`src/ssd_pkg.sv`:
```
// ----------------------------------------------------------------------------
// ssd_pkg: shared types and constants for the seven-segment scan driver
// Request codes, field widths and the character font used by the scanner.
// ----------------------------------------------------------------------------
package ssd_pkg;

  localparam int unsigned DIGIT_W      = 4;
  localparam int unsigned SEGMENT_W    = 3;
  localparam int unsigned PATTERN_W    = 8;
  localparam int unsigned BRIGHT_W     = 8;
  localparam int unsigned HEX_W        = 32;
  localparam int unsigned CHAR_W       = 8;
  localparam int unsigned FONT_LEN     = 43;
  localparam int unsigned FONT_IDX_W   = 6;

  localparam logic [BRIGHT_W-1:0] BRIGHT_RESET = 8'd64;
  localparam logic [CHAR_W-1:0]   FONT_BASE    = 8'd48;  // '0'
  localparam logic [CHAR_W-1:0]   FONT_END     = 8'd91;  // one past 'Z'
  localparam logic [FONT_IDX_W-1:0] LETTER_SKIP = 6'd7;  // ':' .. '@' skipped

  typedef enum logic [1:0] {
    REQ_TICK = 2'd0,
    REQ_CHAR = 2'd1,
    REQ_HEX  = 2'd2
  } req_type_e;

  typedef logic [PATTERN_W-1:0] pattern_t;

  localparam pattern_t FONT [FONT_LEN] = '{
    8'h3F, 8'h06, 8'h5B, 8'h4F, 8'h66, 8'h6D, 8'h7D, 8'h07, 8'h7F, 8'h6F,
    8'h09, 8'h09, 8'h61, 8'h41, 8'h43, 8'h4B, 8'h5F,
    8'h77, 8'h7C, 8'h58, 8'h5E, 8'h79, 8'h71, 8'h3D,
    8'h74, 8'h10, 8'h0E, 8'h70, 8'h38, 8'h49, 8'h54,
    8'h5C, 8'h73, 8'h67, 8'h50, 8'h6D, 8'h78, 8'h3E,
    8'h62, 8'h6A, 8'h76, 8'h6E, 8'h5B
  };

  // ASCII '0'..'Z' through the font, anything else blank
  function automatic pattern_t char_glyph(logic [CHAR_W-1:0] code);
    logic [CHAR_W-1:0] offs;
    offs = code - FONT_BASE;
    if (code < FONT_BASE || code >= FONT_END) begin
      return '0;
    end
    return FONT[offs[FONT_IDX_W-1:0]];
  endfunction

  // nibble to glyph, A-F jump over the punctuation entries
  function automatic pattern_t hex_glyph(logic [3:0] nib);
    logic [FONT_IDX_W-1:0] idx;
    idx = {2'b00, nib};
    if (nib >= 4'd10) begin
      idx = idx + LETTER_SKIP;
    end
    return FONT[idx];
  endfunction

endpackage

```
`src/seven_segment_scan_driver.sv`:
```
// ----------------------------------------------------------------------------
// seven_segment_scan_driver: segment-major multiplexed display scanner
// Frame store, font conversion and scan counters with a registered result.
// ----------------------------------------------------------------------------
// One transaction is taken per clock and its result appears in the output
// register in the next cycle; throughput is one item per cycle, limited only by
// the output register handshake (input is ready whenever that register is
// empty or being drained). A tick transaction reports the lines for the
// current scan position and then advances the dwell, digit and segment
// counters; character and hex transactions update the frame store and report
// the current position with strobe and glow low. cfg_we_i/cfg_wdata_i write
// brightness, by the user only while idle (unenforced); zero darkens the display.
module seven_segment_scan_driver #(
  parameter int unsigned DIGITS   = 16,
  parameter int unsigned SEGMENTS = 8
) (
  input  logic                              clk_i,
  input  logic                              rst_ni,
  input  logic                              cfg_we_i,
  input  logic [ssd_pkg::BRIGHT_W-1:0]      cfg_wdata_i,
  input  logic                              in_valid_i,
  output logic                              in_ready_o,
  input  logic [1:0]                        req_type_i,
  input  logic [ssd_pkg::DIGIT_W-1:0]       position_i,
  input  logic [ssd_pkg::CHAR_W-1:0]        char_code_i,
  input  logic [ssd_pkg::HEX_W-1:0]         hex_value_i,
  output logic                              out_valid_o,
  input  logic                              out_ready_i,
  output logic [ssd_pkg::DIGIT_W-1:0]       digit_select_o,
  output logic [ssd_pkg::SEGMENT_W-1:0]     segment_select_o,
  output logic                              latch_strobe_o,
  output logic                              glow_on_o
);

  localparam int unsigned DIG_W = (DIGITS > 1) ? $clog2(DIGITS) : 1;
  localparam int unsigned SEG_W = (SEGMENTS > 1) ? $clog2(SEGMENTS) : 1;
  localparam logic [DIG_W-1:0] LAST_DIG = DIG_W'(DIGITS - 1);
  localparam logic [SEG_W-1:0] LAST_SEG = SEG_W'(SEGMENTS - 1);

  logic [ssd_pkg::BRIGHT_W-1:0] bright_q;
  ssd_pkg::pattern_t            frame_q [DIGITS];
  ssd_pkg::pattern_t            frame_d [DIGITS];
  logic [DIG_W-1:0]             dig_q, dig_d;
  logic [SEG_W-1:0]             seg_q, seg_d;
  logic [ssd_pkg::BRIGHT_W-1:0] dwell_q, dwell_d;

  logic                            out_valid_q, out_valid_d;
  logic [ssd_pkg::DIGIT_W-1:0]     dsel_q, dsel_d;
  logic [ssd_pkg::SEGMENT_W-1:0]   ssel_q, ssel_d;
  logic                            strobe_q, strobe_d;
  logic                            glow_q, glow_d;

  logic                         in_fire;
  logic [ssd_pkg::BRIGHT_W:0]   dwell_next;
  logic [ssd_pkg::BRIGHT_W:0]   dwell_len;
  logic [2*ssd_pkg::HEX_W-1:0]  hex_ext;
  ssd_pkg::pattern_t            cur_pat;

  assign in_ready_o = ~out_valid_q | out_ready_i;
  assign in_fire    = in_valid_i & in_ready_o;

  assign cur_pat    = frame_q[dig_q];
  assign dwell_next = {1'b0, dwell_q} + 9'd1;
  assign dwell_len  = (bright_q == '0) ? 9'd1 : {1'b0, bright_q};
  assign hex_ext    = {{ssd_pkg::HEX_W{1'b0}}, hex_value_i};

  always_comb begin
    frame_d  = frame_q;
    dig_d    = dig_q;
    seg_d    = seg_q;
    dwell_d  = dwell_q;
    dsel_d   = dsel_q;
    ssel_d   = ssel_q;
    strobe_d = strobe_q;
    glow_d   = glow_q;
    out_valid_d = out_valid_q & ~out_ready_i;

    if (in_fire) begin
      out_valid_d = 1'b1;
      dsel_d   = ssd_pkg::DIGIT_W'(dig_q);
      ssel_d   = ssd_pkg::SEGMENT_W'(seg_q);
      strobe_d = 1'b0;
      glow_d   = 1'b0;
      case (req_type_i)
        ssd_pkg::REQ_TICK: begin
          strobe_d = (dig_q == '0) && (dwell_q == '0);
          glow_d   = (bright_q != '0) && cur_pat[seg_q];
          if (dwell_next >= dwell_len) begin
            dwell_d = '0;
            if (dig_q == LAST_DIG) begin
              dig_d = '0;
              seg_d = (seg_q == LAST_SEG) ? '0 : seg_q + 1'b1;
            end else begin
              dig_d = dig_q + 1'b1;
            end
          end else begin
            dwell_d = dwell_next[ssd_pkg::BRIGHT_W-1:0];
          end
        end
        ssd_pkg::REQ_CHAR: begin
          if ({1'b0, position_i} < 5'(DIGITS)) begin
            frame_d[position_i[DIG_W-1:0]] = ssd_pkg::char_glyph(char_code_i);
          end
        end
        ssd_pkg::REQ_HEX: begin
          // slots beyond the eighth get nibble zero
          for (int i = 0; i < DIGITS; i++) begin
            frame_d[i] = ssd_pkg::hex_glyph(hex_ext[4*i +: 4]);
          end
        end
        default: ;
      endcase
    end
  end

  always_ff @(posedge clk_i or negedge rst_ni) begin
    if (!rst_ni) begin
      bright_q    <= ssd_pkg::BRIGHT_RESET;
      dig_q       <= '0;
      seg_q       <= '0;
      dwell_q     <= '0;
      out_valid_q <= 1'b0;
      for (int i = 0; i < DIGITS; i++) begin
        frame_q[i] <= '0;
      end
    end else begin
      if (cfg_we_i) begin
        bright_q <= cfg_wdata_i;
      end
      dig_q       <= dig_d;
      seg_q       <= seg_d;
      dwell_q     <= dwell_d;
      out_valid_q <= out_valid_d;
      frame_q     <= frame_d;
    end
  end

  always_ff @(posedge clk_i) begin
    dsel_q   <= dsel_d;
    ssel_q   <= ssel_d;
    strobe_q <= strobe_d;
    glow_q   <= glow_d;
  end

  assign out_valid_o      = out_valid_q;
  assign digit_select_o   = dsel_q;
  assign segment_select_o = ssel_q;
  assign latch_strobe_o   = strobe_q;
  assign glow_on_o        = glow_q;

endmodule

```
`config.mk`:
```
export PLATFORM = sky130hd
export DESIGN_NAME = seven_segment_scan_driver
export DESIGN_NICKNAME = d
export VERILOG_FILES = /design/src/ssd_pkg.sv /design/src/seven_segment_scan_driver.sv
export SDC_FILE = /design/constraint.sdc
export NUM_CORES = 1
export LEC_CHECK = 0
export BUFFER_PORTS_ARGS = -buffer_cell sky130_fd_sc_hd__buf_4
export CORE_MARGIN = 1
export CORE_UTILIZATION = 31
export CTS_BUF_LIST = sky130_fd_sc_hd__clkbuf_4
export CTS_CLUSTER_DIAMETER = 40
export DETAILED_ROUTE_END_ITERATION = 6
export PLACE_DENSITY = 0.56
export SLEW_MARGIN = 20
export SYNTH_ARGS = -nofsm -noshare
export SYNTH_HDL_FRONTEND = slang
export SYNTH_SLANG_ARGS = --single-unit
```
`constraint.sdc`:
```
create_clock -name clk_i -period 2.62 [get_ports clk_i]
set_input_delay 0.131 -clock clk_i [delete_from_list [all_inputs] [get_ports clk_i]]
set_output_delay 0.131 -clock clk_i [all_outputs]
set_load 0.02 [all_outputs]
```
Word level (Yosys, flattened, before mapping)
Memory sizes are Yosys's and may differ from the RTL's.
Index checks and enable logic that the tools add are counted.
{ "word_totals": {"regBits": 161, "romBits": 5120, "input_bits": 59, "output_inout_bits": 11, "wordCells": 174, "mem_count": 10} }
{ "classes": {"n_addsub": 12, "magnitude_cmp": 25, "eq_ne": 4, "mux": 67, "bitwise": 17, "reduce_logical": 14} }
{ "mem_list": {"columns": ["name", "depth", "width", "read_ports", "rd_ports_with_merged_regs", "wr", "line", "rtl"], "rows": [
  ["(no name shown)", 64, 8, 1, 0, 0, "ssd_pkg.sv:55", "return FONT[idx];"],
  ["(no name shown)", 64, 8, 1, 0, 0, "ssd_pkg.sv:55", null],
  ["(no name shown)", 64, 8, 1, 0, 0, "ssd_pkg.sv:55", null],
  ["(no name shown)", 64, 8, 1, 0, 0, "ssd_pkg.sv:55", null],
  ["(no name shown)", 64, 8, 1, 0, 0, "ssd_pkg.sv:55", null],
  ["(no name shown)", 64, 8, 1, 0, 0, "ssd_pkg.sv:55", null],
  ["+4 memories", null, null, null, null, null, null, null]
]} }
{ "op_table": {"columns": ["op", "n"], "rows": [
  ["128-bit case mux with 2 select lines", 1],
  ["8-bit 2-to-1 mux", 29],
  ["128-bit bitwise mux", 1],
  ["6-bit 2-to-1 mux", 18],
  ["7-bit >= comparator (second input constant)", 10],
  ["6-bit NOT with 7-bit output", 10],
  ["4-bit by 3-bit adder with 5-bit output (second input constant)", 8],
  ["5-bit 2-to-1 mux", 8],
  ["8-bit binary-select mux with 4-bit select", 1],
  ["8-bit demux with 4-bit select", 1],
  ["4-bit >= comparator (second input constant)", 8],
  ["8-bit zero test", 2],
  ["5-bit >= comparator (second input constant)", 2],
  ["4-bit NOT with 5-bit output", 2],
  ["8-bit by 1-bit adder with 9-bit output (second input constant)", 1],
  ["9-bit by 8-bit >= comparator with 1-bit output", 1],
  ["8-bit by 7-bit >= comparator with 1-bit output (second input constant)", 1],
  ["8-bit by 6-bit less-than comparator with 1-bit output (second input constant)", 1],
  ["8-bit nonzero test", 1],
  ["6-bit subtractor (second input constant)", 1],
  ["5-bit by 1-bit less-than comparator with 1-bit output (second input constant)", 1],
  ["1-bit 2-to-1 mux", 5],
  ["4-bit by 1-bit adder with 4-bit output (second input constant)", 1],
  ["4-bit == test (second input constant)", 1],
  ["19 further kinds", 24]
]} }

Depth between registers and ports, before layout
Gate-level depths: netlist of the first run.
{ "depth": {"ltp_word": 10, "mapped_depth": 13, "mapped_depth_nobuf": 13} }

Least setup slack after synthesis of the first run
OpenSTA, ideal clock, no wires.
{ "synth_path": {"path_type": "register to register", "start": "register dwell_q[0] (netlist name)", "end": "register seg_q[0]", "setup_time_ns": 0.128, "t_arrival_ns": 2.614, "required_time_ns": 2.492, "path_slack_ns": -0.121, "path_stages_with_launch": 11, "path_buffers": 1, "synth_period_minus_slack_ns": 2.741, "cell_sequence": "dfrtp_1 > ha_1 > and3_1 > and3_1 > xor2_1 > ha_1 > nand3_1 > o221a_2 > buf_2 > nor3_2 > mux2_1"} }
{ "synth_via": {"elab_chain_len": 3} }
{ "synth_lines": {"columns": ["element", "line", "rtl"], "rows": [
  ["start: declaration", "seven_segment_scan_driver.sv:45", "logic [ssd_pkg::BRIGHT_W-1:0] dwell_q, dwell_d;"],
  ["start signal: assignment", "seven_segment_scan_driver.sv:132", "dwell_q <= dwell_d;"],
  ["8-bit by 1-bit adder with 9-bit output", "seven_segment_scan_driver.sv:63", "assign dwell_next = {1'b0, dwell_q} + 9'd1;"],
  ["9-bit by 8-bit >= comparator with 1-bit output", "seven_segment_scan_driver.sv:88", "if (dwell_next >= dwell_len) begin"],
  ["4-bit AND reduction (no line)", null, null],
  ["end signal: assignment", "seven_segment_scan_driver.sv:131", "seg_q <= seg_d;"],
  ["end: declaration", "seven_segment_scan_driver.sv:44", "logic [SEG_W-1:0] seg_q, seg_d;"]
]} }
Every way passes these cells.
A chain may end at the register's enable or synchronous reset.

Worst setup path in the final report of the first run
{ "layout_path": {"start": "register dwell_q[1] (netlist name)", "end": "register seg_q[2]"} }
The elaborated chain is that of the path after synthesis.

==> qor.yml, run 1 <==
timing.final.ws_setup_ns: 0.06325
num_vias: 12100
antenna_found_initial: 3
pre_cts_ws_ns: 0.01485
finalCriticalPeriod_ns: 2.557
cts_root_buf: "clkbuf_4"
irDropWorstVdd_mv: 0.2859
instances_no_fill: 2187
cts_tree: "done"
start_util_pct: 31.72
grt_max_degree: 69
die_w_microns: 204.6
whs_path_depth: 4
syn2layout_area_growth_pct: 16.66
yosysTopAreaCellShare_pct: 26.56
routed_wl_microns: 38380
hold_path.startpoint: "position_i[0]"
synthCells: 1532
synth_top_area_cell: "dfrtp_1"
grt_use_total_pct: 18.40
core_sq_mm: 0.04010
ys_types: 88
power.leakage_nw: 6.220
r2r-start: "dwell_q[1]$_DFFE_PN0P_"
drive_gt1_share_pct: 14.96
holdWs_ns: 0.06847
dp_hpwl_microns: 28550
crit_type: "reg2reg"
die_h_microns: 204.6
synth_area_sq_mm: 0.01272
port_buffers: 69
nets: 1819
grt_pass1_vias: 11610
ys_warn_count: 0
critPathLaunchType: "flop"
place_inst: 2111
cts.clk_slew.worst_paths_ns: 0.13
min_to: "frame_q[91]$_DFFE_PN0P_"
powerDensity_mw_per_mm2: 536.0
drv_slew: 0
drc: 0
routed_via_density: 5.534
min_path_type: "in2reg"
gp_congestion: 0.8922
synthTopCellsByCount: "nor2_1, dfrtp_1, a21oi_1, nand2_1, ha_1"
rows: 73
synth.most_common_cell: "nor2_1"
worstMarginPinSlew_ns: 0.7071
arrival_ns: 3.01
cts.sinks: 145
relSlewSlack_pct: 52.69
r2r_end: "seg_q[2]$_DFFE_PN0P_"
synth_area_per_cell_sq_um: 8.303
synth_nets: 1706
ff2ff_path_depth: 9
io_pins: 70
setup_viol: 0
max_freq_ghz: 0.3911
ys.flop_type: "dfrtp_1"
synth-edff-count: 9
synth-seq-area-share_pct: 28.89
timing.setup.tns_ns: 0
critPathCaptureType: "flop"
postRouteAntennaNets: 0
worstPathMaxFanout: 4
htreeDepth: 4
drv_cap: 0
clockBufferDepth: 2
hold_viol: 0
overflow: 0
cp.required_ns: 3.07
fin_worst_skew_ns: 0.02097
numCtsBuffers: 17
clk_latency_ns: 0.56
drtPass1Iterations: 5
asyncSetResetFlopFracSynth_pct: 93.79
status: "finished clean"
yosys-top-cells-area: "dfrtp_1, ha_1, nor2_1"
rrSetupSlack_ns: 0.06
ys_ff_latch: 145
period_share_pct: 97.59
fp.dieArea_sq_mm: 0.04184
grt_first_pass_wirelength_microns: 61800
routedWlPerCell_microns: 17.55
first_iter_violations: 1040
layout by cell type (no fill, tap or decap), drive strengths merged, types with 15 or more instances in the layout:
master       count
clkbuf          18
xnor2           20
nor3            32
and3            15
a21oi          123
dfrtp          135
o211ai          30
nand2b          23
dlygate4sd3     35
ha             115
nor2           165
o21a            18
nand2          119
o21ai          129
a211oi          24
mux4            22
nor2b           15
and2            16
mux2i           37
buf            150
nand3           57
inv             79
a31oi           36
layout make-up:
cell class / instances / area (sq um)
timing repair buffer: 185 / 1534
sequential: 145 / 3675
antenna: 4 / 10.01
multi-input combinational: 1218 / 8419
clock buffer: 18 / 135.1
inverter: 78 / 292.8
tap: 525 / 656.9
fill: 4075 / 25260
clock inverter: 14 / 116.4
worst max path at each step:
stage | from | endpoint | cells after the start
2_1_floorplan | dwell_q[0]$_DFFE_PN0P_ | seg_q[0]$_DFFE_PN0P_ | 10
3_3_place_gp | dwell_q[0]$_DFFE_PN0P_ | seg_q[2]$_DFFE_PN0P_ | 10
3_5_place_dp | dwell_q[0]$_DFFE_PN0P_ | seg_q[0]$_DFFE_PN0P_ | 10
4_1_cts | dwell_q[0]$_DFFE_PN0P_ | seg_q[0]$_DFFE_PN0P_ | 9
5_1_grt | dwell_q[1]$_DFFE_PN0P_ | seg_q[2]$_DFFE_PN0P_ | 9
6_report | dwell_q[1]$_DFFE_PN0P_ | seg_q[2]$_DFFE_PN0P_ | 9
report_power, final:
part / total, mW / leakage (nW) / switching [mW] / internal (mW)
Clock: 1.35 / 0.132 / 0.875 / 0.474
Sequential: 3.19 / 1.67 / 0.410 / 2.78
Combinational: 3.41 / 4.42 / 1.85 / 1.56
Total: 7.95 / 6.22 / 3.14 / 4.82
critical path, stage by stage (launching register included):
cell and delay (ns):
dfrtp_1 0.43, ha_2 0.20, and3_4 0.19, and3_4 0.15, xor2_1 0.14, ha_1 0.33
nand3_2 0.09, o221a_4 0.33, nor3_4 0.24, mux2_1 0.34
logic make-up (layout without fill, tap and decap cells):
kind of cell             Yosys count  count (layout)  share of synthesized area [%]
multiplexers                      69              69                          7.692
adder cells (fa/ha/maj)          115             115                          11.31
buffers and inverters            169             295                          5.390
flip-flops                       145             145                          28.89
XOR/XNOR                          27              27                          1.859
AND/OR/NAND/NOR                  487             487                          17.89
AO/OA/AOI/OAI                    520             520                          26.96
other                              0               4                              0
state kept, by name, indices dropped and copies added (netlist names):
signal / cells
digit_select_o: 4
frame_q: 112
dig_q: 4
bright_q: 8
latch_strobe_o: 1
segment_select_o: 3
seg_q: 3
glow_on_o: 1
dwell_q: 8
out_valid_o: 1
per-layer routing:
metal | global-route usage [%] | part of all wire, %
met5 | 0 | 0
met4 | 5.357 | 2.4
met3 | 2.768 | 5.0
met2 | 30.00 | 47
met1 | 25.02 | 46
metrics by stage:
stage | util [%] | area, sq um | total power, mW
6_report | 37.01 | 14840 | 7.954
2_1_floorplan | - | 12730 | 5.327
3_3_place_gp | 35.26 | 14140 | 6.458
5_1_grt | 36.99 | 14830 | 8.482
3_5_place_dp | 35.26 | 14140 | 6.505
4_1_cts | 36.79 | 14750 | 7.907
what timing repair did:
item | in CTS | in global routing
hold endpoints to repair | 80 | 0
resized for setup | 1 | 12
endpoints found under the setup margin | 2 | 11
setup buffers | 1 | 4
hold buffers | 35 | 0
pin swaps | 1 | 7
Note: power is estimated with default switching activity, not from simulation.
==> run 2, diff against run 1 <==
--- a/config.mk
+++ b/config.mk
@@ -5,13 +5,13 @@
 export SDC_FILE = /design/constraint.sdc
 export NUM_CORES = 1
 export LEC_CHECK = 0
-export BUFFER_PORTS_ARGS = -buffer_cell sky130_fd_sc_hd__buf_4
 export CORE_MARGIN = 1
 export CORE_UTILIZATION = 31
 export CTS_BUF_LIST = sky130_fd_sc_hd__clkbuf_4
 export CTS_CLUSTER_DIAMETER = 40
 export DETAILED_ROUTE_END_ITERATION = 6
-export PLACE_DENSITY = 0.56
+export DONT_BUFFER_PORTS = 1
+export PLACE_DENSITY = 0.54
 export SLEW_MARGIN = 20
 export SYNTH_ARGS = -nofsm -noshare
 export SYNTH_HDL_FRONTEND = slang
==> qor.yml, run 2 (synthesis results as in run 1) <==
status: "finished with violations"
violations: "hold timing"
worst_path_largest_cell_delay_ns: 0.42
pre_cts_ws_ns: -0.007887
fin_util_pct: 35.62
arrival_ns: 3.06
routed_via_density: 5.639
start_util_pct: 31.72
critPathLaunchType: "flop"
clk_latency_ns: 0.57
num_vias: 11890
clockBufferDepth: 2
drc: 0
met1_usage_pct: 24.58
nets: 1744
drv_slew: 0
finalCriticalPeriod_ns: 2.599
worstMarginPinSlew_ns: 0.8096
r2r_end: "seg_q[0]$_DFFE_PN0P_"
drv_cap: 0
period_share_pct: 99.20
largest_reg_flops: 112
fin_worst_skew_ns: 0.01286
final_common_cell: "nor2_1"
die_h_microns: 204.6
overflow: 0
grt.met2_usage_pct: 30.55
syn2layout_area_growth_pct: 12.29
cp_common_cell: "and3_4"
grt_use_met3_pct: 2.927
fp.dieArea_sq_mm: 0.04184
dp_hpwl_microns: 28120
numCtsBuffers: 17
first_iter_violations: 970
core_sq_mm: 0.04010
p_int_mw: 4.779
rrSetupSlack_ns: 0.02
relSlewSlack_pct: 45.45
drtPass1Iterations: 5
cts_tree: "done"
grt_max_degree: 137
gp_congestion: 0.8838
htreeDepth: 4
die_w_microns: 204.6
ff2ff_path_depth: 9
busiest_layer: "met2"
switching_power_mw: 3.006
power_frac_seq_pct: 41.5
crit_chain: "ha_2, and3_4, and3_4, xor2_1, ha_1, nand3_2, o221a_4, nor3_4, mux2_4"
postRouteAntennaNets: 0
grt_setup_unrepaired: "true"
grt_first_pass_wirelength_microns: 61150
clockPowerShare_pct: 18.3
critPathCaptureType: "flop"
min_path_type: "in2async"
most-common-layout-cells: "nor2_1, dfrtp_1, nand2_1, a21oi_1, ha_1"
timing.final.ws_setup_ns: 0.02093
p_sw_share_pct: 38.61
power_mw: 7.785
worstPathMaxFanout: 4
setup_viol: 0
path_buf_inv: 0
irDropWorstVdd_mv: 0.2372
r2r-start: "dwell_q[1]$_DFFE_PN0P_"
max_freq_ghz: 0.3848
power.leakage_nw: 5.839
drive_gt1_share_pct: 10.61
rows: 73
cts.sinks: 145
grt_use_total_pct: 18.40
cp.required_ns: 3.08
cts_root_buf: "clkbuf_4"
grt_pass1_vias: 11360
powerDensity_mw_per_mm2: 545.0
slowest_stage: "dfrtp_1"
regMostFlops: "frame_q"
io_pins: 70
hold_viol: 136
antenna_found_initial: 1
routedWlPerCell_microns: 18.41
combPwrFrac_pct: 40.2
port_buffers: 0
crit_type: "reg2reg"
holdWs_ns: -0.7431
cts_hold_buf: 42
largestRegisters: "frame_q: 112 flops, bright_q: 8 flops, dwell_q: 8 flops"
cts.clk_slew.worst_paths_ns: 0.12
routed_wl_microns: 38840
critPathTopFamily: "simple AND/OR/NAND/NOR gates"
run 2: cell count changes in the layout (fill, tap and decap cells not counted), sizes merged:
cell,previous run,this run
clkinv,8,7
diode,4,1
buf,150,68
inv,79,77
clkinvlp,4,7
bufinv,1,2
dlygate4sd3,35,42
clkbuf,18,17
run 2: layer usage:
| layer | vias to the layer above | wire (microns) |
|---|---|---|
| met3 | 49 | 2039 |
| li1 | 5705 | - |
| met1 | 5815 | 17620 |
| met2 | 324 | 18430 |
| met5 | - | 0 |
| met4 | 0 | 741 |
run 2: power groups by stage:
stage / clock (mW) / sequential [mW] / combinational, mW
2_1_floorplan: 0 / 3.04 / 2.28
3_3_place_gp: 0 / 3.27 / 2.93
3_5_place_dp: 0 / 3.28 / 2.96
4_1_cts: 1.45 / 3.23 / 3.06
5_1_grt: 1.57 / 3.28 / 3.46
6_report: 1.42 / 3.23 / 3.13
run 2: how the worst max path moves through the flow:
stage | from | to | slack (ns) | cells after the start
3_3_place_gp | dwell_q[0]$_DFFE_PN0P_ | seg_q[2]$_DFFE_PN0P_ | 0.05 | 10
6_report | dwell_q[1]$_DFFE_PN0P_ | seg_q[0]$_DFFE_PN0P_ | 0.02 | 9
3_5_place_dp | dwell_q[0]$_DFFE_PN0P_ | seg_q[2]$_DFFE_PN0P_ | -0.008 | 10
5_1_grt | dwell_q[0]$_DFFE_PN0P_ | seg_q[0]$_DFFE_PN0P_ | -0.07 | 10
4_1_cts | dwell_q[0]$_DFFE_PN0P_ | seg_q[0]$_DFFE_PN0P_ | 0.03 | 9
2_1_floorplan | dwell_q[0]$_DFFE_PN0P_ | seg_q[0]$_DFFE_PN0P_ | 0.02 | 10
run 2: final cells by class:
type / count / area [sq um]
clock inverter: 15 / 145.1
multi-input combinational: 1218 / 8424
antenna: 1 / 2.502
clock buffer: 17 / 127.6
inverter: 78 / 292.8
timing repair buffer: 110 / 955.9
fill: 4156 / 25810
sequential: 145 / 3677
tap: 525 / 656.9
run 2: through the flow:
stage               cells   TNS [ns]  area (sq um)
floorplan            1532          0         12730
global route         2109    -0.2556         14280
CTS                  2105          0         14210
finish               2109          0         14280
detailed placement   2030  -0.007887         13500
global placement     2030          0         13500
run 2: repair_timing:
| action | in CTS | in global routing |
|---|---|---|
| endpoints found under the hold margin | 195 | 136 |
| pin swaps | 1 | 8 |
| gates resized for setup | 1 | 12 |
| setup endpoints to repair | 4 | 10 |
| buffers inserted | 1 | 3 |
